==> src/sv/gmm_pkg.sv <==
// gmm_pkg: shared types and constants of the gradient magnitude map.
// No dependencies; imported by every module of the block except gmm_ram.
package gmm_pkg;

    localparam int PIX_W   = 8;
    localparam int ROW_W   = 16;
    localparam int COL_W   = 11;
    localparam int FW_W    = 12;
    localparam int CFG_W   = 16;
    localparam int IDX_W   = 4;
    localparam int QDEPTH  = 4;
    localparam int QPTR_W  = 2;
    localparam int QLVL_W  = 3;
    localparam int OUT_W   = 40;

    // mapping constants
    localparam logic [PIX_W-1:0] SMALL_LIM  = 8'd5;
    localparam logic [PIX_W-1:0] SMALL_GAIN = 8'd5;
    localparam logic [PIX_W:0]   GRAD_BASE  = 9'd127;
    localparam logic [PIX_W-1:0] GRAD_SAT   = 8'd255;

    // configuration register indexes
    localparam logic [IDX_W-1:0] REG_FRAME_WIDTH  = 4'd0;
    localparam logic [IDX_W-1:0] REG_FRAME_HEIGHT = 4'd1;

    localparam logic [FW_W-1:0]  RST_WIDTH  = 12'd640;
    localparam logic [ROW_W-1:0] RST_HEIGHT = 16'd480;

    // classified pixel leaving the front end
    typedef struct packed {
        logic             calc;
        logic             last;
        logic [ROW_W-1:0] row;
        logic [COL_W-1:0] col;
        logic [PIX_W-1:0] pix;
    } t_item;

    // queue entry: classified pixel plus the two line-store neighbors
    typedef struct packed {
        t_item            item;
        logic [PIX_W-1:0] here;
        logic [PIX_W-1:0] right;
    } t_entry;

endpackage

==> src/sv/gmm_back.sv <==
// gmm_back: gradient computation, magnitude mapping and output register.
// Depends on gmm_pkg.
module gmm_back (
    input  logic                      i_clk,
    input  logic                      i_rst_n,
    input  logic                      i_valid,
    input  gmm_pkg::t_entry           i_entry,
    output logic                      o_pop,
    output logic                      o_valid,
    input  logic                      i_ready,
    output logic [gmm_pkg::PIX_W-1:0] o_grad,
    output logic [gmm_pkg::ROW_W-1:0] o_row,
    output logic [gmm_pkg::COL_W-1:0] o_col,
    output logic                      o_last
);
    import gmm_pkg::*;

    logic             r_valid;
    logic [PIX_W-1:0] r_grad, n_grad;
    logic [ROW_W-1:0] r_row;
    logic [COL_W-1:0] r_col;
    logic             r_last;

    logic [PIX_W-1:0] dh, dv, d;
    logic [PIX_W:0]   sum;

    always_comb begin
        dh  = (i_entry.here > i_entry.right) ? i_entry.here - i_entry.right
                                             : i_entry.right - i_entry.here;
        dv  = (i_entry.here > i_entry.item.pix) ? i_entry.here - i_entry.item.pix
                                                : i_entry.item.pix - i_entry.here;
        d   = (dh > dv) ? dh : dv;
        sum = GRAD_BASE + {1'b0, d};
        if (!i_entry.item.calc) begin
            n_grad = '0;
        end else if (d <= SMALL_LIM) begin
            n_grad = PIX_W'(d * SMALL_GAIN);
        end else if (sum[PIX_W]) begin
            n_grad = GRAD_SAT;
        end else begin
            n_grad = sum[PIX_W-1:0];
        end
    end

    assign o_pop = i_valid && (!r_valid || i_ready);

    always_ff @(posedge i_clk) begin
        if (!i_rst_n) begin
            r_valid <= 1'b0;
        end else if (o_pop) begin
            r_valid <= 1'b1;
        end else if (i_ready) begin
            r_valid <= 1'b0;
        end
        if (o_pop) begin
            r_grad <= n_grad;
            r_row  <= i_entry.item.row;
            r_col  <= i_entry.item.col;
            r_last <= i_entry.item.last;
        end
    end

    assign o_valid = r_valid;
    assign o_grad  = r_grad;
    assign o_row   = r_row;
    assign o_col   = r_col;
    assign o_last  = r_last;

endmodule

==> config.mk <==
export PLATFORM = sky130hd
export DESIGN_NAME = gmm_back
export DESIGN_NICKNAME = d
export VERILOG_FILES = /design/src/sv/gmm_pkg.sv /design/src/sv/gmm_back.sv
export SDC_FILE = /design/constraint.sdc
export NUM_CORES = 1
export LEC_CHECK = 0
export BUFFER_PORTS_ARGS = -buffer_cell sky130_fd_sc_hd__buf_2
export CAP_MARGIN = 30
export CELL_PAD_IN_SITES_DETAIL_PLACEMENT = 1
export CELL_PAD_IN_SITES_GLOBAL_PLACEMENT = 2
export CORE_ASPECT_RATIO = 2
export CORE_UTILIZATION = 33
export DETAILED_ROUTE_END_ITERATION = 8
export MAX_ROUTING_LAYER = met4
export PLACE_DENSITY_LB_ADDON = 0.1
export SYNTH_ARGS = -nofsm -noshare
export SYNTH_HDL_FRONTEND = slang
export SYNTH_SLANG_ARGS = --single-unit
==> constraint.sdc <==
create_clock -name i_clk -period 7.3 [get_ports i_clk]
set_clock_uncertainty 0.1 [all_clocks]
set_input_delay 0.73 -clock i_clk [delete_from_list [all_inputs] [get_ports i_clk]]
set_output_delay 0.73 -clock i_clk [all_outputs]
set_load 0.02 [all_outputs]
# Yosys cells after proc, flatten, opt, wreduce, memory -nomap -nowiden
# Cells that the tools add are included.
dict set report classes {
  add_sub_neg 5
  multipliers 1
  n_lt_le_gt_ge 4
  mux 7
  n_reduce_logical 4
}
# operator n
set ops {}
lappend ops {{8-bit two-way mux} 5}
lappend ops {{8-bit subtractor} 4}
lappend ops {{8-bit > comparator} 3}
lappend ops {{7-bit by 8-bit adder with 9-bit output, first input constant} 1}
lappend ops {{8-bit by 3-bit less-or-equal comparator with 1-bit output, second input constant} 1}
lappend ops {{8-bit by 3-bit multiplier with 8-bit output, second input constant} 1}
lappend ops {{1-bit two-way mux} 2}
lappend ops {{2-bit nonzero test} 1}
lappend ops {{1-bit logical AND} 1}
lappend ops {{1-bit logical NOT} 1}
lappend ops {{1-bit logical OR} 1}
dict set report totals {
  regBits 37
  input_bits 57
  output_inout_bits 38
  wordCells 26
}

# Logic depth before layout (Yosys ltp)
dict set report depth {
  word_depth 7
  mapped_depth 31
  mapped_depth_nobuf 30
}

# Worst setup path before layout
# Ideal clock, no wire load.
dict set report synth_timing {
  kind {input to register}
  from {input i_entry[13] (netlist bit)}
  to {register r_grad[7], in the netlist o_grad[7], data pin}
  t_arrival_ps 5840
  required_time_ps 6946
  slack_ps 1105
  cell_stages 29
  path_cell_list {inv_1 > ha_1 > a21o_1 > a31o_2 > o21ai_4 > mux2i_1 > o21ai_1 > a211oi_1 > xnor2_1 > inv_1 > ha_1 > nand2_1 > nor2_1 > nand3_1 > or2_1 > nand2_4 > buf_4 > nor2_1 > a21oi_2 > xnor2_1 > ha_1 > inv_1 > fa_1 > inv_1 > a21o_1 > a21oi_1 > xor2_1 > xnor2_1 > o21a_1}
}
dict set report synth_via {
  elab_chain_len 7
}
# item line
set synth_rtl {}
lappend synth_rtl {{start: declaration} gmm_back.sv:7} ;# input gmm_pkg::t_entry i_entry,
lappend synth_rtl {{8-bit subtractor (tied with other cells)} gmm_back.sv:29} ;# : i_entry.right - i_entry.here;
lappend synth_rtl {{8-bit two-way mux, on equally long branches} {gmm_back.sv:28, gmm_back.sv:30}}
lappend synth_rtl {{8-bit > comparator} gmm_back.sv:32} ;# d = (dh > dv) ? dh : dv;
lappend synth_rtl {{8-bit two-way mux *} gmm_back.sv:32}
lappend synth_rtl {{parallel branches: the longest is 2 deep, another holds 8-bit by 3-bit multiplier with 8-bit output} -}
lappend synth_rtl {{8-bit two-way mux *} gmm_back.sv:36} ;# end else if (d <= SMALL_LIM) begin
lappend synth_rtl {{end signal: assignment} gmm_back.sv:56} ;# r_grad <= n_grad;
lappend synth_rtl {{end: declaration} gmm_back.sv:19} ;# logic [PIX_W-1:0] r_grad, n_grad;
# Every way passes the cells marked *.
# A chain may end at the register's enable or synchronous reset.

# Final worst setup path
dict set report layout_timing {
  from {input i_entry[11] (netlist bit)}
  to {register r_grad[7], in the netlist o_grad[7], data pin}
}
# The elaborated chain is that of the path after synthesis.

==> flow_summary.toml <==
[run_status]
outcome = "completed"

[power]
powerDensity_nw_per_um2 = 296.7
intPower_w = 0.0007766
p_switching_w = 0.0005329
p_leak_nw = 2.089
ir_worst_vdd_mv = 0.1225
p_comb_frac = 0.614
power_frac_clock = 0.184
p_sw_frac = 0.4069
pwr-share-seq = 0.202

[clock_network]
cts-resized-gates = 0
clkSlewWorstSetupHoldPaths_ns = 0.06
clockRootBuffer = "clkbuf_16"
cts_setup_buffers = 0
clock_latency_ns = 0.28
cts_tree = "built"
clock_path_buffers = 2
cts_made_buffers = 5
clkSinkCount = 37
htreeDepth = 2
cts_hold_buf = 0

[worst_setup_path]
crit_fanout = 10
r2r.worst_path.cells = 2
critPathLaunch = "i_entry[11]"
slowest_stage = "mux2i_1"
critical_path_required_ns = 7.24
path_class = "input pin to flip-flop"
cp.arrival_ns = 6.63
cpPeakStageDelay_ns = 0.55
reg2reg_to = "o_col[7]$_DFFE_PP_"
timing.rr.start = "o_valid$_SDFFE_PN0P_"
ff2ff_setup_slack_ns = 5.59
start_kind = "input pin"
endpoint_kind = "flip-flop"

[synthesis]
netlist_area_um2 = 3523
async_flop_share = 0
yosysSeqAreaShare = 0.3125
synthCells = 351
synth_edf_count = 36
synthFlopType = "edfxtp_1"
netlist-cell-type-count = 66
syn_area_per_cell_um2 = 10.04
synth_nets = 457
synth-warning-count = 0
ys_ff_latch = 37

[sta]
setup_violations = 0
grt_setup_unrepaired = "false"
tightest_slew_ns = 0.9559
maxSlewHeadroom = 0.3614
min_period_over_period = 0.9168
fmax_mhz = 149.4
slew_viol_final = 0
hold_violations = 0
whs_ns = 0.5210
final.setup.tns_ns = 0
fin_crit_ns = 6.693

[global_route]
grt_pass1_wl_um = 15300
grt_antenna_before_repair = 0
grt_pass1_vias = 3232
gr-total-overflow = 0
grtUsageTotal = 0.1961
grt_max_degree = 38

[place]
io_buffer_count = 94
place_congestion = 0.8012
dpl-instance-area_um2 = 4242
hpwlAfterDp_um = 9226

[min_path]
hp-start = "i_entry[37]"
whs_path_depth = 1
hp-class = "input pin to flip-flop"
min_to = "o_row[2]$_DFFE_PP_"

[route]
ant_nets = 0
via_count = 3073
detail_route.drc_violations = 0
totalWireLength_um = 10310
vias_per_cell = 5.130
wl_per_cell_um = 17.21
detail_route.first_pass.iterations = 4
drtIter0Drc = 34

[finish]
fin_area_um2 = 4413
drive_above_1_share = 0.3182
diodes = 0
layout_commonest_cell = "buf_2"
final_cell_mix = "buf_2 (94), inv_1 (50), ha_1 (44)"
syn_to_final_growth_pct = 25.25
layout.nets = 567

[floorplanning]
die_h_um = 148.1
dieWidth_um = 75.07
io_pins = 95
dieArea_um2 = 11120
core_area_um2 = 10480
row_count = 53
initial_core_util = 0.3363

[job]
cap_violations = 0
cells in the mapped netlist (all sizes together) (2+ instances only):
cell type / count / area, um^2
o21ai: 15 / 86.34
a21oi: 27 / 157.7
xnor2: 23 / 209.0
a211oi: 4 / 35.03
xor2: 3 / 26.28
nand2: 15 / 63.81
mux2: 7 / 82.57
maj3: 2 / 22.52
nand4: 5 / 31.28
nor2b: 2 / 12.51
o21a: 4 / 30.03
fa: 5 / 100.1
nor3: 4 / 31.28
edfxtp: 36 / 1081
nor4: 2 / 12.51
buf: 5 / 36.28
a31oi: 3 / 18.77
or2: 2 / 15.02
and4: 3 / 26.28
a41oi: 2 / 17.52
o221a: 3 / 33.78
a21o: 11 / 83.83
o2111ai: 3 / 32.53
ha: 44 / 550.5
mux2i: 16 / 163.9
nand3: 11 / 55.05
nor2: 14 / 52.55
o21bai: 2 / 15.01
nand2b: 4 / 32.53
a211o: 3 / 26.28
o211ai: 4 / 30.03
inv: 51 / 191.4
area by class of cell:
class | instances | area (um^2)
flip-flops and latches | 37 | 1101
repair buffers | 108 | 575.6
inverters | 51 | 191.4
clock inverters | 3 | 46.29
fillers | 1255 | 6065
well taps | 137 | 171.4
clock buffers | 5 | 125.1
multi-input cells | 258 | 2202
logic make-up after synthesis:
logic type,Yosys count,share of synthesized area
AOI/OAI and AO/OA,91,0.1889
and+or+nand+nor,67,0.1062
buffers and inverters,56,0.06463
adders and majority gates,51,0.1911
DFF,37,0.3125
xor gates and xnor gates,26,0.06676
muxes,23,0.06995
power by group through the flow:
stage               Clock (W)  Combinational (W)  Sequential, W
floorplan                   0           0.000546       0.000297
global placement            0           0.000803       0.000269
detailed placement          0           0.000811       0.000270
CTS                  0.000247           0.000816       0.000265
global route         0.000255           0.000883       0.000268
finish               0.000241           0.000804       0.000265
worst max-delay path by stage:
stage                                    to  cells past startpoint
finish              o_grad[7]$_SDFFCE_PN0P_                     28
global placement    o_grad[7]$_SDFFCE_PN0P_                     28
detailed placement  o_grad[7]$_SDFFCE_PN0P_                     28
global route        o_grad[7]$_SDFFCE_PN0P_                     30
CTS                 o_grad[7]$_SDFFCE_PN0P_                     28
floorplan           o_grad[7]$_SDFFCE_PN0P_                     29
per-layer routing:
layer  GRT usage  up-vias  routed length [um]
met4      0.1160        0                 490
met3     0.01965       25                 390
met1      0.1254     1467                2800
li1            -     1488                   -
met2      0.4266       93                6629
met5           -        -                   0
through the flow:
step	instances	util	total power (W)	setup WS (ns)
after floorplan	351	-	0.0008432	1.105
after global routing	599	0.4212	0.001405	0.1967
final	599	0.4212	0.001310	0.6074
after detailed placement	591	0.4048	0.001081	0.2520
after global placement	591	0.4048	0.001072	0.3039
after CTS	599	0.4212	0.001328	0.5361
state kept, by name, indices dropped and copies added (netlist names):
register	count
o_row	16
o_col	11
o_grad	8
o_last	1
o_valid	1
worst max-delay path: cells and delay by family:
kind	cells	cell delay, ns
and+or+nand+nor	5	0.76
muxes	2	0.81
adders and majority gates	5	1.51
xor gates and xnor gates	3	0.65
AOI/OAI and AO/OA	8	1.73
buffers and inverters	5	0.40
No activity file was read; power rests on OpenSTA's default activity.
