**src/sv/gmm_pkg.sv**
```systemverilog
// gmm_pkg: shared types and constants of the gradient magnitude map.
// No dependencies; imported by every module of the block except gmm_ram.
package gmm_pkg;

    localparam int PIX_W   = 8;
    localparam int ROW_W   = 16;
    localparam int COL_W   = 11;
    localparam int FW_W    = 12;
    localparam int CFG_W   = 16;
    localparam int IDX_W   = 4;
    localparam int QDEPTH  = 4;
    localparam int QPTR_W  = 2;
    localparam int QLVL_W  = 3;
    localparam int OUT_W   = 40;

    // mapping constants
    localparam logic [PIX_W-1:0] SMALL_LIM  = 8'd5;
    localparam logic [PIX_W-1:0] SMALL_GAIN = 8'd5;
    localparam logic [PIX_W:0]   GRAD_BASE  = 9'd127;
    localparam logic [PIX_W-1:0] GRAD_SAT   = 8'd255;

    // configuration register indexes
    localparam logic [IDX_W-1:0] REG_FRAME_WIDTH  = 4'd0;
    localparam logic [IDX_W-1:0] REG_FRAME_HEIGHT = 4'd1;

    localparam logic [FW_W-1:0]  RST_WIDTH  = 12'd640;
    localparam logic [ROW_W-1:0] RST_HEIGHT = 16'd480;

    // classified pixel leaving the front end
    typedef struct packed {
        logic             calc;
        logic             last;
        logic [ROW_W-1:0] row;
        logic [COL_W-1:0] col;
        logic [PIX_W-1:0] pix;
    } t_item;

    // queue entry: classified pixel plus the two line-store neighbors
    typedef struct packed {
        t_item            item;
        logic [PIX_W-1:0] here;
        logic [PIX_W-1:0] right;
    } t_entry;

endpackage

```
**src/sv/gmm_queue.sv**
```systemverilog
// gmm_queue: small FIFO between the front end and the back end.
// Depends on gmm_pkg.
module gmm_queue (
    input  logic                       i_clk,
    input  logic                       i_rst_n,
    input  logic                       i_push,
    input  gmm_pkg::t_entry            i_data,
    input  logic                       i_pop,
    output logic                       o_valid,
    output gmm_pkg::t_entry            o_data,
    output logic [gmm_pkg::QLVL_W-1:0] o_level
);
    import gmm_pkg::*;

    t_entry              r_mem [QDEPTH];
    logic [QPTR_W-1:0]   r_wptr, n_wptr;
    logic [QPTR_W-1:0]   r_rptr, n_rptr;
    logic [QLVL_W-1:0]   r_level, n_level;

    always_comb begin
        n_wptr  = i_push ? r_wptr + QPTR_W'(1) : r_wptr;
        n_rptr  = i_pop  ? r_rptr + QPTR_W'(1) : r_rptr;
        n_level = r_level + QLVL_W'(i_push) - QLVL_W'(i_pop);
    end

    always_ff @(posedge i_clk) begin
        if (!i_rst_n) begin
            r_wptr  <= '0;
            r_rptr  <= '0;
            r_level <= '0;
        end else begin
            r_wptr  <= n_wptr;
            r_rptr  <= n_rptr;
            r_level <= n_level;
        end
        if (i_push) begin
            r_mem[r_wptr] <= i_data;
        end
    end

    assign o_valid = r_level != '0;
    assign o_data  = r_mem[r_rptr];
    assign o_level = r_level;

endmodule

```
**config.mk**
```make
export PLATFORM = sky130hd
export DESIGN_NAME = gmm_queue
export DESIGN_NICKNAME = d
export VERILOG_FILES = /design/src/sv/gmm_pkg.sv /design/src/sv/gmm_queue.sv
export SDC_FILE = /design/constraint.sdc
export NUM_CORES = 1
export LEC_CHECK = 0
export ABC_CLOCK_PERIOD_IN_PS = 3000
export BUFFER_PORTS_ARGS = -buffer_cell sky130_fd_sc_hd__buf_2
export CORE_AREA = 3 3 161 147
export DETAILED_ROUTE_END_ITERATION = 10
export DIE_AREA = 0 0 164 150
export PLACE_DENSITY = 0.6
export SLEW_MARGIN = 20
export SYNTH_ARGS = -nofsm -noshare
export SYNTH_HDL_FRONTEND = slang
export SYNTH_SLANG_ARGS = --single-unit
```
**constraint.sdc**
```tcl
create_clock -name i_clk -period 3 [get_ports i_clk]
set_input_delay 0.3 -clock i_clk [delete_from_list [all_inputs] [get_ports i_clk]]
set_output_delay 0.3 -clock i_clk [all_outputs]
set_load 0.01 [all_outputs]
```
# After elaboration in Yosys (flattened, before gate mapping)
# Memories as Yosys holds them, arrays and structs flattened. A register that Yosys moved wholly into a read port is not among the register bits.
# Cells that the tools add are included.
# op_classes
add_sub_neg	4
mux	4
n_reduce_logical	1
# op_table
operator	n
$add 2x1->2 const B	2
$mux 2	2
$add 3x1->3	1
$reduce_bool 3->1	1
$sub 3x1->3	1
$mux 1	2
# totals
register_bits	7
ramBits	212
inputBits	57
out_inout_bits	57
elab_cells	13
n_memories	1
# mem_list
memory	depth	width	read_ports	rd_ports_with_merged_regs	write_ports	line_no	source
r_mem	4	53	1	1	1	gmm_queue.sv:15	t_entry r_mem [QDEPTH];

# Longest topological paths before layout
# Gate-level depths: netlist of run 1.
# depth
ltp_word	3
ltp_mapped	7
depth_no_buf	7

# Worst setup path before layout of run 1
# OpenSTA, ideal clock, no wires.
# synth_timing
kind	register to register
from	register r_wptr[0]
to	memory r_mem[2][0] (netlist name) (enable)
setup_ns	0.416
arrival_time_ns	1.802
t_required_ns	2.584
setup_slack_ns	0.782
stages_incl_launch_ff	4
n_path_buf	0
synth_period_minus_slack_ns	2.218
cell_sequence	dfxtp_1 > inv_1 > ha_1 > and2_1
# synth_rtl
element	line_no	source
start, declared	gmm_queue.sv:16	logic [QPTR_W-1:0] r_wptr, n_wptr;
start signal, assigned	gmm_queue.sv:32	r_wptr <= n_wptr;
end, declared	gmm_queue.sv:15	
# No word-level cell before the write port.

==> reports/metrics.csv, run 1 <==
metric,value,unit
status,completed,
timing.fmax,408,MHz
clkLatencyLatePin,500,ps
grt_pass1_wl,22600,µm
setup-tns-final,0,ps
cts.sinks,221,
grt_max_degree,54,
hold_end,r_mem[0][37]$_DFFE_PP_,
syn_avg_cell_area,25.5,µm²
die-area,0.0246,mm²
cp-start-kind,register,
crit_slowest_cell,dfxtp_2,
port_buffers,113,
setup_viol,0,
maxSlewViolCount,0,
synth_area_leaders,"edfxtp_1 78%, mux4_2 14%, dfxtp_1 2.2%",
syn_inst,319,
fin_nets,537,
cts_tree,yes,
relSlewSlack,0.424,
p_leak,3.41,nW
worstPathMaxFanout,21,
vias,3710,
multi_input_area,0.00145,mm²
n_fill_cell,1908,
initial_core_util,0.365,
seq_area,0.00655,mm²
synth_nets,383,
overflow,0,
r2r_end,r_mem[1][14]$_DFFE_PP_,
ys_seq_elements,221,
path_class,reg -> out,
hold_start,i_data[37],
viasPerCell,4.71,
pin_count,114,
worst_pin_slew,864,ps
min_path_type,in -> reg,
dr.first_iter.drc_count,160,
grt_pass1_vias,4003,
final.min_clock_period,2450,ps
htree_levels,1,
p_per_area,716,mW/mm²
fin_area,0.0100,mm²
post-synth-top-area-cell,edfxtp_1,
rsz0062_at_grt,false,
r2r_slack,1300,ps
dieHeight,150,µm
dpl.hpwl,8590,µm
place_congestion,0.706,
r2r-start,r_wptr[0]$_SDFFE_PN0P_,
fin_skew,8.08,ps
cpPeakStageDelay,660,ps
reg2reg_depth,2,
detail-route-antenna-nets,0,
route.detailed.drc,0,
yosysWarningCount,0,
finalCritPeriodShare,0.816,
synth_area,0.00815,mm²
crit_required,2700,ps
timing.hold.ws,20.4,ps
die_w,164,µm
netlist.area_leader.share,0.781,
routedWlPerCell,18.9,µm
antennaDiodeCount,0,
path_cells,buf_4 -> mux4_2 -> buf_2,
finalPower,7.18,mW
drive_gt1_frac,0.431,
hold_depth,1,
cts_root_buf,clkbuf_16,
ir_drop,0.000294,V
post-route-util,0.449,
cts_buffers,23,
post-cts-setup-buffers,0,
crit_arrival,2150,ps
hold_viol,0,
ctsLongestPathBuffers,3,
drt_wl_total,14900,µm
clk_pin_slew,60,ps
rows,52,
syn2layout_area_growth,23.1,%
cp-end-kind,primary output,
place_area,0.00900,mm²
core_area,0.0223,mm²
drv_cap,0,
synth_seq_area_share,0.803,
grt_use_total,0.122,
antenna_found_initial,0,
firstDrtPassIters,4,
yosys.cell_types.count,20,
-- layout make-up --
| class | instances | area share |
|---|---|---|
| inverter | 7 | 0.00262 |
| tap | 297 | 0.0370 |
| timing repair buffer | 141 | 0.0846 |
| multi-input combinational | 79 | 0.144 |
| clock inverter | 15 | 0.0186 |
| clock buffer | 27 | 0.0599 |
| sequential | 221 | 0.653 |
-- sequential cells by signal (all words and copies together), names as in the netlist, named ones only --
name     flops
r_rptr       2
r_wptr       2
r_mem      212
o_level      3
-- worst max path at each step --
| stage | endpoint | cells after the start |
|---|---|---|
| finish | o_data[31] | 3 |
| global route | o_data[23] | 3 |
| CTS | o_data[24] | 3 |
| detailed placement | o_data[24] | 3 |
| global placement | o_data[31] | 3 |
| floorplan | r_mem[2][0]$_DFFE_PP_ | 3 |
-- power by group --
part	leakage, nW	switching (mW)	internal [mW]
Combinational	1.01	0.346	0.336
Clock	0.375	1.11	1.78
Sequential	2.02	0.0554	3.55
Total	3.41	1.52	5.67
-- timing repair --
action,in CTS,in global routing
hold buffers,24,0
gates resized for setup,0,0
endpoints found under the hold margin,96,0
-- logic make-up after synthesis --
group | after synthesis | share of synthesized area
flip-flops | 221 | 0.803
buffers and inverters | 19 | 0.0204
adder cells (fa/ha/maj) | 7 | 0.0117
XOR/XNOR | 3 | 0.00507
multiplexers | 54 | 0.149
AND/OR/NAND/NOR | 13 | 0.00860
AO/OA/AOI/OAI | 2 | 0.00184
-- cells in the mapped netlist --
master and instances:
buf_12 5, a21bo_2 1, inv_1 7, xor3_1 1, edfxtp_1 212, nor2_1 5, fa_1 1, mux4_1 3
buf_6 1, and2_1 6, a21oi_1 1, buf_2 5, ha_1 6, clkbuf_1 1, mux2i_1 1, or3_1 1
dfxtp_1 9, xnor2_1 2, nand3b_1 1, mux4_2 50
-- layout by cell type (no fill, tap or decap), drive strengths merged --
cell,Yosys,routed
edfxtp,212,212
buf,11,117
mux4,53,53
clkbuf,1,27
dlygate4sd3,0,24
dfxtp,9,9
inv,7,8
ha,6,6
and2,6,6
clkinv,0,6
nor2,5,5
clkinvlp,0,4
bufinv,0,4
xnor2,2,2
or3,1,1
a21bo,1,1
nand3b,1,1
a21oi,1,1
mux2i,1,1
xor3,1,1
fa,1,1
-- stage by stage --
step	cells	setup WS (ps)
floorplan	319	782
global placement	721	1050
detailed placement	721	1030
CTS	787	491
global route	787	454
finish	787	551
-- layer usage --
| layer | track usage | routed length [µm] | part of all wire | vias up |
|---|---|---|---|---|
| met1 | 0.162 | 6440 | 0.43 | 1931 |
| li1 | - | - | - | 1660 |
| met2 | 0.205 | 7430 | 0.50 | 94 |
| met4 | 0.0283 | 303 | 0.020 | 0 |
| met3 | 0.0277 | 735 | 0.049 | 25 |
| met5 | 0 | 0 | 0 | - |
-- worst max-delay path: cells and delay by family, from the launching register on --
kind	cells	cell delay [ps]
flops	1	660
buf+inv	2	590
mux	1	380
Note: power is estimated with default switching activity, not from simulation.
==> run 2, diff against run 1 <==
--- a/config.mk
+++ b/config.mk
@@ -5,12 +5,13 @@
 export SDC_FILE = /design/constraint.sdc
 export NUM_CORES = 1
 export LEC_CHECK = 0
-export ABC_CLOCK_PERIOD_IN_PS = 3000
+export ABC_AREA = 1
+export ABC_CLOCK_PERIOD_IN_PS = 2300
 export BUFFER_PORTS_ARGS = -buffer_cell sky130_fd_sc_hd__buf_2
-export CORE_AREA = 3 3 161 147
+export CORE_AREA = 3 3 169 155
 export DETAILED_ROUTE_END_ITERATION = 10
-export DIE_AREA = 0 0 164 150
-export PLACE_DENSITY = 0.6
+export DIE_AREA = 0 0 172 158
+export PLACE_DENSITY = 0.59
 export SLEW_MARGIN = 20
 export SYNTH_ARGS = -nofsm -noshare
 export SYNTH_HDL_FRONTEND = slang
==> constraint.sdc (replaced) <==
create_clock -name i_clk -period 2.3 [get_ports i_clk]
set_input_delay 0.23 -clock i_clk [delete_from_list [all_inputs] [get_ports i_clk]]
set_output_delay 0.23 -clock i_clk [all_outputs]
set_load 0.01 [all_outputs]
==> reports/metrics.csv, run 2 <==
metric,value,unit,change
finalCritPeriodShare,0.885,,
grt_pass1_vias,5188,,+30%
hold_depth,3,,+2
route.detailed.drc,0,,unchanged
htree_levels,1,,unchanged
detail-route-antenna-nets,0,,unchanged
timing.fmax,491,MHz,
synthArstFlopShare,0,,unchanged
clk_pin_slew,60,ps,about the same
status,completed,,
r2r_end,r_mem[0][4]$_DFFE_PP_,,
post_cts_resized,0,,unchanged
dr.first_iter.drc_count,362,,+130%
syn_inst,673,,+110%
yosysMostFrequentCell,edfxtp_1,,
synth_nets,737,,+92%
setup-tns-final,0,ps,unchanged
cts_buffers,24,,+4.3%
grt_use_total,0.124,,+0.00252
seq_area,0.00655,mm²,about the same
syn2layout_area_growth,25.1,%,
grt_pass1_wl,27000,µm,+19%
crit_required,2070,ps,-630 ps
drive_gt1_frac,0.260,,-0.171
hold_start,i_rst_n,,
final.min_clock_period,2040,ps,
routedWlPerCell,14.4,µm,-24%
reg2reg_depth,5,,+3
drt_wl_total,17000,µm,+14%
layout.cells.most_common_list,"212 x edfxtp_1, 117 x inv_1, 116 x nand2_1",,
p_leak,4.41,nW,+29%
path_cells,buf_12 -> o211ai_2 -> nand2_1 -> buf_2,,
place_congestion,0.701,,-0.62%
crit_slowest_cell,dfxtp_4,,
initial_core_util,0.371,,+0.00542
p_per_area,850,mW/mm²,+19%
n_fill_cell,2187,,+15%
overflow,0,,unchanged
setup_viol,0,,unchanged
seqPwrFrac,0.487,,-0.015
ys_seq_elements,221,,unchanged
fin_skew,8.57,ps,+0.491 ps
synthTopCellsByCount,"212 x edfxtp_1, 121 x inv_1, 116 x nand2_1",,
rsz0062_at_grt,false,,
die-area,0.0272,mm²,+10%
synth_seq_area_share,0.726,,-0.0771
cts_tree,yes,,
netSwitchingPower,2.16,mW,+42%
r2r-start,r_wptr[0]$_SDFFE_PN0P_,,
final_common_cell,edfxtp_1,,
crit_arrival,1810,ps,-340 ps
rows,54,,+3.8%
antenna_found_initial,1,,+1
comb_power_share,0.103,,+0.008
drv_cap,0,,unchanged
timing.hold.ws,18.9,ps,-1.55 ps
yosysWarningCount,0,,unchanged
min_path_type,in -> reg,,
grt_max_degree,70,,+30%
swShare,0.225,,+0.0142
ir_drop,0.000434,V,+48%
clkLatencyLatePin,510,ps,about the same
synth_area,0.00901,mm²,+11%
largest_register,r_mem,,
intPower,7.43,mW,+31%
worst_pin_slew,495,ps,-369 ps
syn_avg_cell_area,13.4,µm²,-48%
dieHeight,158,µm,+5.3%
vias,5316,,+43%
path_class,reg -> out,,
post-synth-top-area-cell,edfxtp_1,,
r2r_slack,730,ps,-570 ps
ys.flop_type,edfxtp_1,,
cpPeakStageDelay,580,ps,-80 ps
yosys.cell_types.count,18,,-10%
clockPowerShare,0.410,,+0.007
relSlewSlack,0.670,,+0.246
maxSlewViolCount,0,,unchanged
cp-end-kind,primary output,,
ctsLongestPathBuffers,3,,unchanged
viasPerCell,4.52,,-4.0%
netlist.area_leader.share,0.706,,-0.0749
dpl.hpwl,10200,µm,+19%
worstPathMaxFanout,41,,+95%
fin_nets,912,,+70%
cp-start-kind,register,,
port_buffers,113,,unchanged
largest_reg_flops,212,,unchanged
synth_area_leaders,"edfxtp_1 71%, inv_1 5.0%, nand2_1 4.8%",,
finalPower,9.59,mW,+34%
firstDrtPassIters,4,,unchanged
synth-edff-count,212,,unchanged
die_w,172,µm,+4.9%
cts.sinks,221,,unchanged
hold_viol,0,,unchanged
multi_input_area,0.00174,mm²,+20%
core_area,0.0243,mm²,+9.0%
pin_count,114,,unchanged
cts_root_buf,clkbuf_16,,
hold_end,o_level[1]$_SDFF_PN0_,,
run 2: cell count changes in the layout (fill, tap and decap cells not counted), sizes merged, moves of 3 or more:
cell / previous run / this run
nand2: 0 / 116
o211ai: 0 / 53
o21ai: 0 / 57
a21oi: 1 / 59
mux4: 53 / 0
inv: 8 / 122
dlygate4sd3: 24 / 54
and2: 6 / 0
clkinvlp: 4 / 1
clkinv: 6 / 11
nor2: 5 / 1
buf: 117 / 131
run 2: logic make-up after synthesis:
family,after synthesis,share of synthesized area
DFF,221,0.726
and+or+nand+nor,119,0.0498
AOI/OAI and AO/OA,169,0.132
buffers and inverters,157,0.0812
adders and majority gates,7,0.0105
run 2: metal layers:
| metal | vias up | track usage | wire, µm | share of wire |
|---|---|---|---|---|
| li1 | 2689 | - | - | - |
| met1 | 2478 | 0.170 | 7930 | 0.47 |
| met2 | 126 | 0.203 | 7760 | 0.46 |
| met3 | 23 | 0.0292 | 973 | 0.057 |
| met4 | 0 | 0.0270 | 305 | 0.018 |
| met5 | - | 0 | 0 | 0 |
run 2: metrics by stage:
stage,instance area (µm²),std cells,utilization,setup WS (ps)
after global routing,11300,1175,0.464,130
after floorplan,9010,673,-,270
after detailed placement,9900,1075,0.407,682
after global placement,9900,1075,0.407,711
after CTS,11300,1173,0.463,135
final,11300,1175,0.464,265
run 2: how the worst max path moves through the flow:
| stage | to | cells past startpoint | slack (ps) |
|---|---|---|---|
| floorplan | r_mem[2][0]$_DFFE_PP_ | 4 | 270 |
| global placement | o_data[41] | 5 | 710 |
| detailed placement | o_data[41] | 5 | 680 |
| CTS | o_data[41] | 5 | 130 |
| global route | o_data[24] | 4 | 130 |
| finish | o_data[29] | 4 | 260 |
run 2: cell type report:
type / instances / area share
antenna: 1 / 0.000222
clock buffer: 27 / 0.0562
clock inverter: 17 / 0.0169
inverter: 121 / 0.0403
multi-input combinational: 295 / 0.154
sequential: 221 / 0.581
tap: 308 / 0.0342
timing repair buffer: 185 / 0.117
run 2: power by group through the flow:
stage / Clock (mW) / Combinational (mW) / Sequential, mW
6_report: 3.93 / 0.986 / 4.67
2_1_floorplan: 0 / 0.578 / 4.74
3_3_place_gp: 0 / 0.910 / 4.76
5_1_grt: 4.22 / 1.12 / 4.68
4_1_cts: 4.04 / 0.999 / 4.68
3_5_place_dp: 0 / 0.923 / 4.76
run 2: critical path: cells and delay by family (launching register included):
kind	cells	cell delay [ps]
AOI/OAI and AO/OA	1	130
buffers and inverters	2	470
DFF	1	580
and+or+nand+nor	1	110
run 2: what timing repair did:
action | in CTS | in global routing
buffers inserted | 0 | 1
endpoints found under the hold margin | 214 | 0
hold buffers | 54 | 0
endpoints found under the setup margin | 0 | 2
==> run 3, diff against run 2 <==
--- a/config.mk
+++ b/config.mk
@@ -11,6 +11,7 @@
 export CORE_AREA = 3 3 169 155
 export DETAILED_ROUTE_END_ITERATION = 10
 export DIE_AREA = 0 0 172 158
+export GPL_TIMING_DRIVEN = 0
 export PLACE_DENSITY = 0.59
 export SLEW_MARGIN = 20
 export SYNTH_ARGS = -nofsm -noshare
==> reports/metrics.csv, run 3 (synthesis gave the netlist of run 2 again) <==
metric,value,unit,change
timing.fmax,475,MHz,-3.4%
antenna_found_initial,0,,-1
post-route-util,0.466,,+0.00206
comb_power_share,0.117,,+0.014
largest_reg_flops,212,,unchanged
cp-start-kind,register,,
crit_required,2070,ps,about the same
port_buffers,113,,unchanged
grt_use_total,0.141,,+0.0173
largest_register,r_mem,,
place_area,0.0101,mm²,+1.6%
firstDrtPassIters,5,,+1
dpl.hpwl,11900,µm,+16%
initial_core_util,0.371,,unchanged
m1WireLength,8700,µm,+9.7%
clockPowerShare,0.381,,-0.029
path_class,reg -> out,,
routedWlPerCell,15.9,µm,+10%
netSwitchingPower,2.14,mW,-1.0%
place_congestion,0.703,,+0.16%
setup-tns-final,0,ps,unchanged
pin_count,114,,unchanged
fin_skew,8.32,ps,-0.255 ps
clk_pin_slew,60,ps,about the same
clkLatencyLatePin,500,ps,about the same
layout.cells.most_common_list,"212 x edfxtp_1, 128 x buf_2, 117 x inv_1",,
fin_cells,1195,,+1.7%
seqPwrFrac,0.502,,+0.015
fin_nets,935,,+2.5%
syn2layout_area_growth,25.6,%,
route.detailed.drc,0,,unchanged
status,completed,,
die_w,172,µm,unchanged
drive_gt1_frac,0.265,,+0.00512
ctsLongestPathBuffers,3,,unchanged
antennaDiodeCount,0,,-1
maxSlewViolCount,0,,unchanged
dr.first_iter.drc_count,335,,-7.5%
drv_cap,0,,unchanged
worstPathMaxFanout,10,,-76%
hold_viol,0,,unchanged
vias,5470,,+2.9%
final_common_cell,edfxtp_1,,
p_per_area,817,mW/mm²,-3.9%
routed.top_layer,met4,,
finalCritPeriodShare,0.916,,+0.0308
overflow,0,,unchanged
detail-route-antenna-nets,0,,unchanged
drt_wl_total,19000,µm,+12%
wl_met3,871,µm,-10%
rows,54,,unchanged
viasPerCell,4.58,,+1.2%
cts_buffers,24,,unchanged
final.min_clock_period,2110,ps,+70.8 ps
grt_pass1_vias,5587,,+7.7%
cts_tree,yes,,
dp_cells,1098,,+2.1%
grt_max_degree,30,,-57%
worst_pin_slew,512,ps,+17.5 ps
cp-end-kind,primary output,,
post_cts_resized,0,,unchanged
die-area,0.0272,mm²,unchanged
cts.sinks,221,,unchanged
min_path_type,in -> reg,,
htree_levels,1,,unchanged
rsz0062_at_grt,false,,
timing.hold.ws,81.6,ps,+62.8 ps
swShare,0.231,,+0.00582
cts_root_buf,clkbuf_16,,
grt_pass1_wl,29900,µm,+11%
dr_wl_met2,9160,µm,+18%
intPower,7.11,mW,-4.2%
fin_area,0.0113,mm²,+0.44%
p_leak,4.47,nW,+1.3%
n_fill_cell,2186,,-0.046%
core_area,0.0243,mm²,unchanged
crit_arrival,1880,ps,+70 ps
post-cts-setup-buffers,0,,unchanged
setup_viol,0,,unchanged
ir_drop,0.000577,V,+33%
relSlewSlack,0.658,,-0.0116
dieHeight,158,µm,unchanged
## run 3: cell count changes in the layout (fill, tap and decap cells not counted), sizes merged
cell,change
diode,-1
clkinv,-3
dlygate4sd3,+1
inv,-1
buf,+21
clkinvlp,-1
clkbuf,+7
bufinv,-3
## run 3: final timing paths
| kind | startpoint | to | slack (ps) | cells after the start |
|---|---|---|---|---|
| worst min register to register | r_rptr[1]$_SDFFE_PN0P_ | register | 470 | 2 |
| worst min-delay path | i_push | r_wptr[1]$_SDFFE_PN0P_ | 80 | 3 |
| worst max register to register | r_wptr[0]$_SDFFE_PN0P_ | r_mem[0][44]$_DFFE_PP_ | 710 | 5 |
| worst max-delay path | register | o_data[13] | 190 | 6 |
## run 3: stage by stage
step	setup WS, ps	total power [mW]
2_1_floorplan	270	5.32
3_3_place_gp	-660	5.74
3_5_place_dp	651	5.76
4_1_cts	111	9.37
5_1_grt	42.2	9.67
6_report	194	9.25
## run 3: layer usage
metal  track usage  vias to the layer above
met5             0                        -
met1         0.193                     2598
met2         0.238                      117
met3        0.0277                       29
li1              -                     2726
met4        0.0266                        0
## run 3: what timing repair did
item | in CTS | in global routing
endpoints found under the setup margin | 0 | 0
hold buffers | 55 | 0
hold endpoints to repair | 216 | 0
## run 3: layout make-up
cell class | instances | area, µm² | share of cell area
plain buffers | 36 | 278 | 0.0245
clock buffers | 33 | 656 | 0.0579
clock inverters | 9 | 63.8 | 0.00563
inverters | 121 | 464 | 0.0410
multi-input cells | 295 | 1740 | 0.153
flip-flops and latches | 221 | 6550 | 0.578
well taps | 308 | 385 | 0.0340
repair buffers | 172 | 1200 | 0.106
## run 3: power groups by stage
| stage | combinational [mW] | sequential, mW | clock, mW |
|---|---|---|---|
| 6_report | 1.08 | 4.65 | 3.52 |
| 5_1_grt | 1.21 | 4.66 | 3.80 |
| 4_1_cts | 1.11 | 4.65 | 3.61 |
| 3_5_place_dp | 1.03 | 4.73 | 0 |
| 3_3_place_gp | 1.00 | 4.74 | 0 |
| 2_1_floorplan | 0.578 | 4.74 | 0 |
## run 3: critical path: stages (launching register included)
cell	delay, ps
dfxtp_1	300
buf_2	210
clkbuf_1	440
a21oi_1	70
o21ai_0	100
nand2_1	110
buf_2	150
