`config.mk`:
```
export PLATFORM = sky130hd
export DESIGN_NAME = gmm_front
export DESIGN_NICKNAME = d
export VERILOG_FILES = /design/src/sv/gmm_pkg.sv /design/src/sv/gmm_front.sv
export SDC_FILE = /design/constraint.sdc
export NUM_CORES = 1
export LEC_CHECK = 0
export BUFFER_PORTS_ARGS = -buffer_cell sky130_fd_sc_hd__clkbuf_2
export CORE_ASPECT_RATIO = 0.8
export CORE_MARGIN = 2
export CORE_UTILIZATION = 56
export DETAILED_ROUTE_END_ITERATION = 7
export PLACE_DENSITY = 0.82
export SLEW_MARGIN = 20
export SYNTH_ARGS = -nofsm -noshare
export SYNTH_HDL_FRONTEND = slang
export SYNTH_SLANG_ARGS = --single-unit
```
`constraint.sdc`:
```
create_clock -name i_clk -period 4.6 [get_ports i_clk]
set_input_delay 0.46 -clock i_clk [delete_from_list [all_inputs] [get_ports i_clk]]
set_output_delay 0.46 -clock i_clk [all_outputs]
set_load 0.01 [all_outputs]
```
`src/sv/gmm_pkg.sv`:
```
// gmm_pkg: shared types and constants of the gradient magnitude map.
// No dependencies; imported by every module of the block except gmm_ram.
package gmm_pkg;

    localparam int PIX_W   = 8;
    localparam int ROW_W   = 16;
    localparam int COL_W   = 11;
    localparam int FW_W    = 12;
    localparam int CFG_W   = 16;
    localparam int IDX_W   = 4;
    localparam int QDEPTH  = 4;
    localparam int QPTR_W  = 2;
    localparam int QLVL_W  = 3;
    localparam int OUT_W   = 40;

    // mapping constants
    localparam logic [PIX_W-1:0] SMALL_LIM  = 8'd5;
    localparam logic [PIX_W-1:0] SMALL_GAIN = 8'd5;
    localparam logic [PIX_W:0]   GRAD_BASE  = 9'd127;
    localparam logic [PIX_W-1:0] GRAD_SAT   = 8'd255;

    // configuration register indexes
    localparam logic [IDX_W-1:0] REG_FRAME_WIDTH  = 4'd0;
    localparam logic [IDX_W-1:0] REG_FRAME_HEIGHT = 4'd1;

    localparam logic [FW_W-1:0]  RST_WIDTH  = 12'd640;
    localparam logic [ROW_W-1:0] RST_HEIGHT = 16'd480;

    // classified pixel leaving the front end
    typedef struct packed {
        logic             calc;
        logic             last;
        logic [ROW_W-1:0] row;
        logic [COL_W-1:0] col;
        logic [PIX_W-1:0] pix;
    } t_item;

    // queue entry: classified pixel plus the two line-store neighbors
    typedef struct packed {
        t_item            item;
        logic [PIX_W-1:0] here;
        logic [PIX_W-1:0] right;
    } t_entry;

endpackage

```
`src/sv/gmm_front.sv`:
```
// gmm_front: pixel intake, row/column counters, classification and
// line-store addressing. Depends on gmm_pkg.
module gmm_front #(
    parameter int MAX_WIDTH = 2048
) (
    input  logic                          i_clk,
    input  logic                          i_rst_n,
    input  logic                          i_valid,
    output logic                          o_ready,
    input  logic [gmm_pkg::PIX_W-1:0]     i_pixel,
    input  logic [gmm_pkg::FW_W-1:0]      i_frame_width,
    input  logic [gmm_pkg::ROW_W-1:0]     i_frame_height,
    input  logic [gmm_pkg::QLVL_W-1:0]    i_q_level,
    output logic                          o_we,
    output logic [$clog2(MAX_WIDTH)-1:0]  o_addr_here,
    output logic [$clog2(MAX_WIDTH)-1:0]  o_addr_right,
    output logic                          o_s1_valid,
    output gmm_pkg::t_item                o_s1_item
);
    import gmm_pkg::*;

    localparam int CW = $clog2(MAX_WIDTH);
    localparam int XW = ((CW > FW_W) ? CW : FW_W) + 1;

    logic [CW-1:0]    r_col, n_col;
    logic [ROW_W-1:0] r_row, n_row;
    logic             r_s1_valid;
    t_item            r_s1_item;

    logic [XW-1:0]    fw_x, max_x, w_m1;
    logic [ROW_W-1:0] h_m1;
    logic             accept, line_end, row_last;
    t_item            item;

    // effective sizes minus one: zero acts as one, width clamps to MAX_WIDTH
    always_comb begin
        fw_x  = XW'(i_frame_width);
        max_x = XW'(MAX_WIDTH);
        if (i_frame_width == '0) begin
            w_m1 = '0;
        end else if (fw_x > max_x) begin
            w_m1 = max_x - XW'(1);
        end else begin
            w_m1 = fw_x - XW'(1);
        end
        h_m1 = (i_frame_height == '0) ? '0 : i_frame_height - ROW_W'(1);
    end

    // room for this pixel and the one already in the read stage
    assign o_ready = ({1'b0, i_q_level} + (QLVL_W + 1)'(r_s1_valid))
                     < (QLVL_W + 1)'(QDEPTH);
    assign accept  = i_valid && o_ready;

    always_comb begin
        line_end  = XW'(r_col) >= w_m1;
        row_last  = r_row >= h_m1;
        item.pix  = i_pixel;
        item.col  = COL_W'(r_col);
        item.last = line_end && row_last;
        item.row  = (r_row == '0) ? h_m1 : r_row - ROW_W'(1);
        item.calc = (r_row != '0) && !line_end && ((r_row - ROW_W'(1)) < h_m1);

        n_col = r_col;
        n_row = r_row;
        if (accept) begin
            if (line_end) begin
                n_col = '0;
                n_row = row_last ? '0 : r_row + ROW_W'(1);
            end else begin
                n_col = r_col + CW'(1);
            end
        end
    end

    assign o_we         = accept;
    assign o_addr_here  = r_col;
    assign o_addr_right = r_col + CW'(1);

    always_ff @(posedge i_clk) begin
        if (!i_rst_n) begin
            r_col      <= '0;
            r_row      <= '0;
            r_s1_valid <= 1'b0;
        end else begin
            r_col      <= n_col;
            r_row      <= n_row;
            r_s1_valid <= accept;
        end
        if (accept) begin
            r_s1_item <= item;
        end
    end

    assign o_s1_valid = r_s1_valid;
    assign o_s1_item  = r_s1_item;

endmodule

```
# == After elaboration in Yosys (flattened, before gate mapping) ==
# Index checks and enable logic that the tools add are counted.
# op_classes
n_addsub,6
magnitude_cmp,5
muxes,6
n_reduce_logical,10
# ops
op,n
16-bit two-way mux,3
16-bit zero test,2
16-bit by 1-bit subtractor with 16-bit output (second input constant),2
13-bit two-way mux,2
16-bit by 1-bit adder with 16-bit output (second input constant),1
16-bit greater-or-equal comparator,1
16-bit < comparator,1
16-bit nonzero test,1
11-bit by 13-bit greater-or-equal comparator with 1-bit output,1
12-bit by 1-bit subtractor with 13-bit output (second input constant),1
12-bit > comparator (second input constant),1
12-bit zero test,1
11-bit by 1-bit adder with 11-bit output (second input constant),1
11-bit two-way mux,1
3-bit by 1-bit adder with 4-bit output,1
1-bit logical AND,4
4-bit by 3-bit < comparator with 1-bit output (second input constant),1
2-bit AND reduction,1
1-bit zero test,1
# word_totals
reg_bits,65
inputBits,42
out_inout_bits,62
word_cells,35

# == Longest topological paths before layout ==
# Gate-level depths: netlist of run 1.
# logic_depth
depth_word,7
depth_mapped,15
ltp_nobuf,13

# == Least setup slack after synthesis of run 1 ==
# No wires, ideal clock.
# synth_timing
path_kind,input to register
start,input port i_frame_height[0] (netlist bit)
end,"register r_s1_item, in the netlist o_s1_item[35], data pin"
setup_ps,270
arrival_ps,3058
required_time_ps,4330
setup_slack_ps,1272
cell_stages,13
n_path_buf,2
cell_sequence,inv_1 > ha_1 > and3_1 > and2_1 > nand2_1 > clkbuf_1 > nand2_1 > ha_1 > a22o_1 > o41a_1 > o21ai_0 > clkbuf_1 > a21oi_1
# synth_rtl
element,line,source
"start, declared",gmm_front.sv:12,"input logic [gmm_pkg::ROW_W-1:0] i_frame_height,"
"end signal, assigned",gmm_front.sv:90,r_s1_item <= item;
"end, declared",gmm_front.sv:28,t_item r_s1_item;

# == Final worst setup path of run 1 ==
# layout_timing
start,input port i_frame_width[6] (netlist bit)
end,register r_row[6]
# layout_between
elab_chain_len,5
elab_cells_between_ends,7
classes_between,1 x add/sub; 2 x order compare; 2 x mux; 2 x reduce/logical
# layout_rtl
element,line,source
"start, declared",gmm_front.sv:11,"input logic [gmm_pkg::FW_W-1:0] i_frame_width,"
12-bit by 1-bit subtractor with 13-bit output or 12-bit > comparator (tied branches),"gmm_front.sv:44, gmm_front.sv:41",
13-bit two-way mux,gmm_front.sv:41,end else if (fw_x > max_x) begin
13-bit two-way mux *,gmm_front.sv:39,if (i_frame_width == '0) begin
11-bit by 13-bit greater-or-equal comparator with 1-bit output *,gmm_front.sv:55,line_end = XW'(r_col) >= w_m1;
2-bit AND reduction (no source line) *,-,
"end signal, assigned",gmm_front.sv:86,r_row <= n_row;
"end, declared",gmm_front.sv:26,"logic [ROW_W-1:0] r_row, n_row;"
# Mark *: on every way between the ends. The rest lies on a longest branch, timed or not.
# A chain may end at the register's enable or synchronous reset.

==> results of run 1 <==
synth_stat cells (all sizes together), types with 6 or more instances:
cell,number
xor2,22
a21o,8
nor2,49
o21a,9
or3,7
xnor2,17
o21ai,13
and3,9
nand4,17
dfxtp,28
edfxtp,37
nand4b,10
nor2b,8
nand2,63
or4,9
buf,21
mux2i,6
clkbuf,15
nand3,17
inv,15
a31oi,10
a21oi,46
ha,50
nor3,16
sequential cells by signal, summed over array words and instances, names as in the netlist:
signal / count
o_s1_item: 37
r_row: 16
o_addr_here: 11
o_s1_valid: 1
final timing paths:
path                                        to  slack [ns]              from
worst max-delay path                  r_row[6]        1.13  i_frame_width[6]
worst min-delay path              o_s1_item[4]        0.26        i_pixel[4]
worst max register to register   o_s1_item[36]        1.20          r_row[4]
worst min register to register  o_addr_here[1]        0.52    o_addr_here[1]
stage by stage:
step           total power, uW  util (%)  std cells
5_1_grt                   1600      66.3        753
2_1_floorplan              837         -        555
4_1_cts                   1540      66.3        753
3_5_place_dp               919      63.4        737
6_report                  1540      66.3        753
3_3_place_gp               909      63.4        737
cells in the final DEF (no fill, tap or decap), types with 3 or more instances in the layout:
master | synthesis | layout
buf_4 | 14 | 3
nand4b_1 | 10 | 10
clkbuf_8 | 0 | 9
edfxtp_1 | 37 | 37
and3_1 | 9 | 9
nor2b_1 | 8 | 8
nand3_1 | 17 | 17
a21o_1 | 8 | 8
mux2i_1 | 6 | 6
or3_1 | 6 | 6
a21oi_1 | 45 | 45
and2_1 | 4 | 4
nor2_1 | 49 | 49
nor4_1 | 4 | 4
bufinv_16 | 0 | 3
o21ai_0 | 9 | 8
xor2_1 | 22 | 22
o211ai_1 | 5 | 5
clkbuf_2 | 0 | 103
nand4_1 | 17 | 17
o21a_1 | 9 | 9
inv_1 | 15 | 14
dfxtp_1 | 28 | 28
or4_1 | 9 | 9
nor3_1 | 16 | 16
a211oi_1 | 3 | 3
nand2_1 | 63 | 63
a31oi_1 | 10 | 10
nand2b_1 | 5 | 5
a22oi_1 | 3 | 3
xnor2_1 | 17 | 17
ha_1 | 50 | 50
o21ai_1 | 4 | 5
final cells by class:
class                           instances  area share, %
Multi-Input combinational cell        439           52.8
Sequential cell                        65           29.7
Timing Repair Buffer                  106           9.56
Tap cell                              112           2.49
Clock inverter                          7           2.22
Clock buffer                            9           2.20
Inverter                               15           1.00
power breakdown:
group          switching (uW)  internal, uW  total [uW]
sequential               12.4           646         658
combinational             154          98.5         252
clock                     261           365         627
layer usage:
metal / track usage, % / up-vias / wire length (um)
met3: 6.40 / 18 / 937
met2: 41.0 / 189 / 5290
met1: 36.1 / 2090 / 5770
li1: - / 2198 / -
met5: 0 / - / 0
met4: 7.93 / 0 / 181
cell families after synthesis:
| family | count (synthesis) | synth area share (%) |
|---|---|---|
| simple gates | 226 | 24.2 |
| compound gates | 117 | 15.3 |
| flops | 65 | 34.2 |
| buf+inv | 51 | 5.14 |
| fa+ha+maj | 50 | 12.8 |
| xor+xnor | 39 | 6.98 |
| mux | 7 | 1.46 |
==> results by group, run 1 <==
Clock tree
  • Bufs on Longest Clock Path: 2
  • Source-to-sink clock delay at the later pin of the worst-skew pair: 0.37 ns
  • Clock tree from TritonCTS: done
  • Clock edge transition at the registers on the reported setup and hold paths: ~0.080 ns
  • CTS Hold Buffers Added: 0
  • Total number of clock tree sinks: 65
  • H-tree lvl count: 3
  • Post-CTS Setup Inserts: 0
  • Clock Tree Root: clkbuf_8
  • Total clock buffers created by CTS: 9
  • Resized cells post-CTS: 0

Worst setup path
  • Count of cell instances traversed by the critical path: 14
  • Slowest Stage Delay on Critical Path: 0.41 ns
  • Endpoint arrival time on the critical path: between 3 and 4 ns
  • Max FO, Critical Path: 22
  • CP max-delay cell: or3_4
  • Critical path buffer and inverter count: 2
  • Worst endpoint required time: 4.89 ns
  • Critical Path, Cell by Cell: clkbuf_2, or3_4, nor4b_4, nor2b_1, nand2_1, a22oi_1, ha_1, a211o_1, a21oi_1, a22oi_1, nand2_1, buf_4, nand4b_1, a31oi_1
  • Setup crit start kind: input port
  • Critical path's top delay family: simple AND/OR/NAND/NOR gates
  • Worst Setup Path Type: in -> reg
  • Critical Path Sink Type: register
  • Path depth of the worst reg2reg path: 12

Yosys
  • Cell count after synthesis: between 500 and 600
  • Cell area after synthesis: 4890 sq um
  • Register area share after synthesis: 34.2%
  • Share of Yosys cell area claimed by the top area cell type: 22.7%
  • Post-synthesis register bit count: 65
  • Unique masters post-synth: 58
  • Most used DFF post-synth: edfxtp_1
  • Count of flip-flops with a built-in enable after synthesis: 37
  • YS warnings: 0
  • Total nets after synthesis: around 650
  • Dominant cell type by area after synthesis: edfxtp_1
  • Mean area per synthesized cell: 8.82 sq um
  • Largest cells by area after synthesis: edfxtp_1, ha_1, dfxtp_1
  • Fraction of registers with async set/reset: 0%

STA
  • Worst hold slack: 0.260 ns
  • Portion of the clock cycle consumed by the worst path in the final layout: 75.5%
  • Max Clk Rate: 288 MHz
  • Final worst-path setup slack: 1.13 ns
  • Worst slew margin relative to its limit: 30.2%
  • Measured slew at the worst slew-check pin: 1.05 ns
  • Final setup violation count: 0
  • RSZ-0062 raised after global routing: false
  • Number of hold-slack violations in the final timing report: 0
  • Total count of max-transition violations in the final report: 0
  • Setup TNS: 0 ns
  • Min Tclk post-route: 3.47 ns
  • Clock Skews: around 0.015 ns

Detailed routing
  • Number of detailed-routing iterations run before antenna repair: 5
  • DRC: 0
  • Vias per cell: 5.97
  • Initial drt markers: 334
  • Post-detailed-route wirelength per cell: 16.2 um
  • Remaining number of nets flagged by the antenna check after routing: 0
  • Number of vias after detailed routing: 4495
  • Aggregate routed wire length: 12200 um

Layout
  • Fraction of final layout cells with drive strength greater than 1: 20.6%
  • Number of antenna repair diodes: 0
  • Final instance area: 5630 sq um
  • Layout fillers: between 600 and 700
  • Final Net Count: 728
  • Combined area of the multi-input logic cells: 2970 sq um
  • Combined flip-flop and latch cell area: about 1700 sq um
  • Growth of design area from synthesis to finish: 15.0%

Global route
  • Leftover overflow at the end of global routing: 0
  • Pin count of the biggest net entering global routing: 33
  • Global-route wire length before repair: slightly below 20000 um
  • GR Util All Layers: 26.2%
  • Via count of the first global-routing pass: 4120
  • Number of antenna violations at the first check in global routing: 0

Floorplan
  • Area of the die: 9510 sq um
  • Row cnt: 30
  • Overall die height: 87.6 um
  • Boundary Pins: roughly 100
  • X dimension of the die: 109 um
  • Core Area: between 8000 and 9000 sq um
  • Initial core utilization: 57.7%

Power
  • Pwr/cell area: 273 nW/um^2
  • Max IR drop VDD: between 0.00015 and 0.0002 V
  • Leakage power: 0.00245 uW

Placement
  • Worst slack at placement: 0.778 ns
  • Post-DP HPWL: 8980 um
  • Instance area after placement: 5380 sq um
  • IO Port Bufs: 103
  • Placer's final routability congestion estimate: 0.921

Job
  • Max-cap violations: 0

Status
  • Run status: finished clean

Worst hold path
  • Hold Path Cell Cnt: 1
  • Hold Crit Class: in -> reg
Power figures use the tool's default switching activity.
==> inputs of run 2 (changes only) <==
--- a/config.mk
+++ b/config.mk
@@ -5,12 +5,13 @@
 export SDC_FILE = /design/constraint.sdc
 export NUM_CORES = 1
 export LEC_CHECK = 0
+export ABC_AREA = 1
 export BUFFER_PORTS_ARGS = -buffer_cell sky130_fd_sc_hd__clkbuf_2
 export CORE_ASPECT_RATIO = 0.8
 export CORE_MARGIN = 2
-export CORE_UTILIZATION = 56
+export CORE_UTILIZATION = 51
 export DETAILED_ROUTE_END_ITERATION = 7
-export PLACE_DENSITY = 0.82
+export PLACE_DENSITY = 0.78
 export SLEW_MARGIN = 20
 export SYNTH_ARGS = -nofsm -noshare
 export SYNTH_HDL_FRONTEND = slang
==> constraint.sdc (replaced) <==
create_clock -name i_clk -period 3 [get_ports i_clk]
set_input_delay 0.3 -clock i_clk [delete_from_list [all_inputs] [get_ports i_clk]]
set_output_delay 0.3 -clock i_clk [all_outputs]
set_load 0.01 [all_outputs]
==> run 2 against run 1 <==
- core utilization fell by 3.1 points
- die area rose by 12%
- first-iteration DRC count up 60%
- global-route usage down 1.8 points
- clock skew down 0.0066 ns
- total power increased by 52%
- final area increased by 7.9%
- flip-flop and latch count unchanged
- largest cell class unchanged
- largest power group is now clock
- critical path depth up 6
- sequential share of layout area is 2.2 points lower
- highest routed layer unchanged
==> results by group, run 2 <==
Placement
  • Worst slack at placement: -0.307 ns (-1.09 ns)
  • Post-DP HPWL: 9820 um (+9.4%)
  • IO Port Bufs: 103 (unchanged)
  • Placer's final routability congestion estimate: 0.951 (+3.2%)
  • Instance area after placement: 5720 sq um (+6.4%)

Layout
  • Number of antenna repair diodes: 0 (unchanged)
  • Final instance area: 6070 sq um (+7.9%)
  • Final Net Count: 870 (+20%)
  • Most used cells in the layout excluding fill and tap cells: nand2_1, clkbuf_2, nor2_1
  • Most common cell after layout, fill and taps aside: nand2_1
  • Max FFs per register: 37 (unchanged)
  • Growth of design area from synthesis to finish: 20.8%
  • Fraction of final layout cells with drive strength greater than 1: 21.8% (+1.2 points)

Clock tree
  • Clock Tree Root: clkbuf_16
  • Source-to-sink clock delay at the later pin of the worst-skew pair: 0.33 ns (-0.04 ns)
  • Clock edge transition at the registers on the reported setup and hold paths: 0.05 ns (-0.03 ns)
  • Total number of clock tree sinks: 65 (unchanged)
  • Total clock buffers created by CTS: 9 (unchanged)
  • Clock tree from TritonCTS: done
  • Post-CTS Setup Inserts: 0 (unchanged)
  • CTS Hold Buffers Added: 0 (unchanged)
  • Bufs on Longest Clock Path: 2 (unchanged)
  • H-tree lvl count: 3 (unchanged)

Yosys
  • Total nets after synthesis: 757 (+17%)
  • Most used standard cells in the synthesized netlist: nand2_1, nor2_1, inv_1
  • Count of flip-flops with a built-in enable after synthesis: 37 (unchanged)
  • Register area share after synthesis: 33.3% (-0.90 points)
  • Post-synthesis xor/xnor area fraction: 7.14% (+0.16 points)
  • YS warnings: 0 (unchanged)
  • Fraction of registers with async set/reset: 0% (unchanged)
  • Cell count after synthesis: 665 (+20%)
  • Mean area per synthesized cell: 7.56 sq um (-14%)
  • Dominant cell by count in the synthesized netlist: nand2_1
  • Complex-gate fraction of the synthesized area: 9.51% (-5.8 points)
  • Post-synthesis register bit count: 65 (unchanged)
  • Cell area after synthesis: 5030 sq um (+2.7%)
  • Post-synthesis mux area share: 0% (-1.5 points)
  • Unique masters post-synth: 40 (-31%)
  • Combinational family with the most area after synthesis: simple AND/OR/NAND/NOR gates
  • Most used DFF post-synth: edfxtp_1
  • Largest cells by area after synthesis: edfxtp_1, ha_1, nand2_1
  • Simple-gate share of the synthesized area: 29.4% (+5.2 points)
  • Post-synthesis share of cell area spent on full adders, half adders and majority gates: 12.4% (-0.34 points)
  • Dominant cell type by area after synthesis: edfxtp_1
  • Share of Yosys cell area claimed by the top area cell type: 22.1% (-0.60 points)

Power
  • Max IR drop VDD: 0.000247 V (+55%)
  • Pwr/cell area: 385 nW/um^2 (+41%)
  • Leakage power: 0.00290 uW (+18%)

Worst setup path
  • Setup slack, reg-to-reg: 0.29 ns (-0.91 ns)
  • Beginning of the worst register-to-register path: r_row[2]
  • Setup crit start kind: input port
  • Endpoint arrival time on the critical path: 3.00 ns (-0.76 ns)
  • Worst Setup Path Type: in -> reg
  • Critical R2R Capture: o_s1_item[36]
  • Critical Path Sink Type: register
  • Max FO, Critical Path: 11 (-50%)
  • Path depth of the worst reg2reg path: 12 (unchanged)
  • Worst endpoint required time: 3.22 ns (-1.67 ns)

Detailed routing
  • Number of detailed-routing iterations run before antenna repair: 5 (unchanged)
  • DRC: 0 (unchanged)
  • Initial drt markers: 534 (+60%)
  • Post-detailed-route wirelength per cell: 14.1 um (-13%)
  • Remaining number of nets flagged by the antenna check after routing: 0 (unchanged)
  • Number of vias after detailed routing: 4951 (+10%)
  • Aggregate routed wire length: 12700 um (+4.1%)
  • Vias per cell: 5.49 (-8.1%)

Global route
  • Leftover overflow at the end of global routing: 0 (unchanged)
  • GR Util All Layers: 24.4% (-1.8 points)
  • Pin count of the biggest net entering global routing: 27 (-18%)
  • Number of antenna violations at the first check in global routing: 0 (unchanged)
  • Via count of the first global-routing pass: 4611 (+12%)
  • Global-route wire length before repair: 21000 um (+7.2%)

Floorplan
  • X dimension of the die: 115 um (+6.0%)
  • Initial core utilization: 52.3% (-5.4 points)
  • Core Area: 9610 sq um (+13%)
  • Row cnt: 32 (+6.7%)
  • Overall die height: 92.8 um (+5.9%)
  • Area of the die: 10700 sq um (+12%)
  • Boundary Pins: 104 (unchanged)

Worst hold path
  • Worst Hold Launch: i_pixel[3]
  • Worst-case hold path end point: o_s1_item[3]
  • Hold Crit Class: in -> reg
  • Hold Path Cell Cnt: 1 (unchanged)

STA
  • Final setup violation count: 0 (unchanged)
  • Min Tclk post-route: 2.78 ns
  • Worst slew margin relative to its limit: 62.0% (+32 points)
  • Portion of the clock cycle consumed by the worst path in the final layout: 92.6%
  • Max Clk Rate: about 360 MHz
  • Number of hold-slack violations in the final timing report: 0 (unchanged)
  • Measured slew at the worst slew-check pin: 0.567 ns (-0.481 ns)
  • Total count of max-transition violations in the final report: 0 (unchanged)
  • Final worst-path setup slack: 0.221 ns (-0.906 ns)
  • Clock Skews: 0.00815 ns (-0.00661 ns)
  • Setup TNS: 0 ns (unchanged)

Job
  • Max-cap violations: 0 (unchanged)

Status
  • Run status: finished clean
-- run 2: changes by cell type in the layout (fill, tap and decap cells not counted), sizes merged, moves of 10 or more --
cell and change:
nand2 +93, inv +48, nand3 +36, nor2 +27, o21ai +29, xor2 +10, buf +23, nand4b -10
a31oi -10
-- run 2: cell type report --
cell class	count	area (sq um)
repair buffers	129	711
inverters	66	249
well taps	119	149
flip-flops and latches	65	1670
multi-input cells	507	2980
fillers	830	3540
clock buffers	13	250
clock inverters	3	63.8
-- run 2: repair_timing --
| action | 4_1_cts | 5_1_grt |
|---|---|---|
| resized for setup | 1 | 11 |
| cloned | 0 | 0 |
| endpoints found under the setup margin | 1 | 27 |
-- run 2: cells by family (layout without fill, tap and decap cells) --
group | Yosys count | after routing
flops | 65 | 65
buf+inv | 93 | 211
xor+xnor | 41 | 41
simple gates | 326 | 326
fa+ha+maj | 50 | 50
compound gates | 90 | 90
-- run 2: worst max-delay path: stages --
cell and delay (ns):
clkbuf_2 0.12, or2_1 0.21, nor2_1 0.18, inv_1 0.08
o21ai_0 0.16, o21ai_0 0.16, o21ai_1 0.18, ha_1 0.26
nand2_1 0.11, inv_1 0.05, a21oi_1 0.13, nand2_1 0.06
nor2_1 0.09, nand2_1 0.06, nand2_1 0.09, nand2_1 0.13
nand2_2 0.15, buf_4 0.21, nand3_1 0.10, a21oi_1 0.17
-- run 2: per-layer routing --
layer	global-route usage (%)	wire [um]	up-vias
met5	0	0	-
met4	7.83	249	0
met3	3.60	861	31
met2	39.6	5870	219
met1	33.4	5690	2266
li1	-	-	2435
-- run 2: how the worst max path moves through the flow --
stage / start / end / slack, ns
2_1_floorplan: i_frame_height[0] / r_row[1] / 0.21
3_3_place_gp: i_frame_width[0] / o_s1_item[35] / -0.11
3_5_place_dp: i_frame_width[0] / r_row[6] / -0.31
4_1_cts: i_frame_width[0] / o_addr_here[2] / 0.14
5_1_grt: i_frame_width[0] / o_addr_here[2] / -0.01
6_report: i_frame_width[2] / o_addr_here[2] / 0.22
-- run 2: power breakdown --
group | total, uW | leakage, uW | switching (uW) | internal (uW)
Sequential | 974 | 0.000584 | 6.88 | 967
Clock | 1100 | 0.000151 | 356 | 748
Combinational | 259 | 0.00217 | 158 | 102
-- run 2: per-stage QoR --
stage          util [%]  instances  hold slack (ns)  total power (uW)
4_1_cts            62.8        902            0.147              2350
3_5_place_dp       59.5        886            0.479              1250
5_1_grt            63.2        902            0.145              2420
2_1_floorplan         -        665            0.399              1140
3_3_place_gp       59.5        886            0.479              1230
6_report           63.2        902            0.151              2340
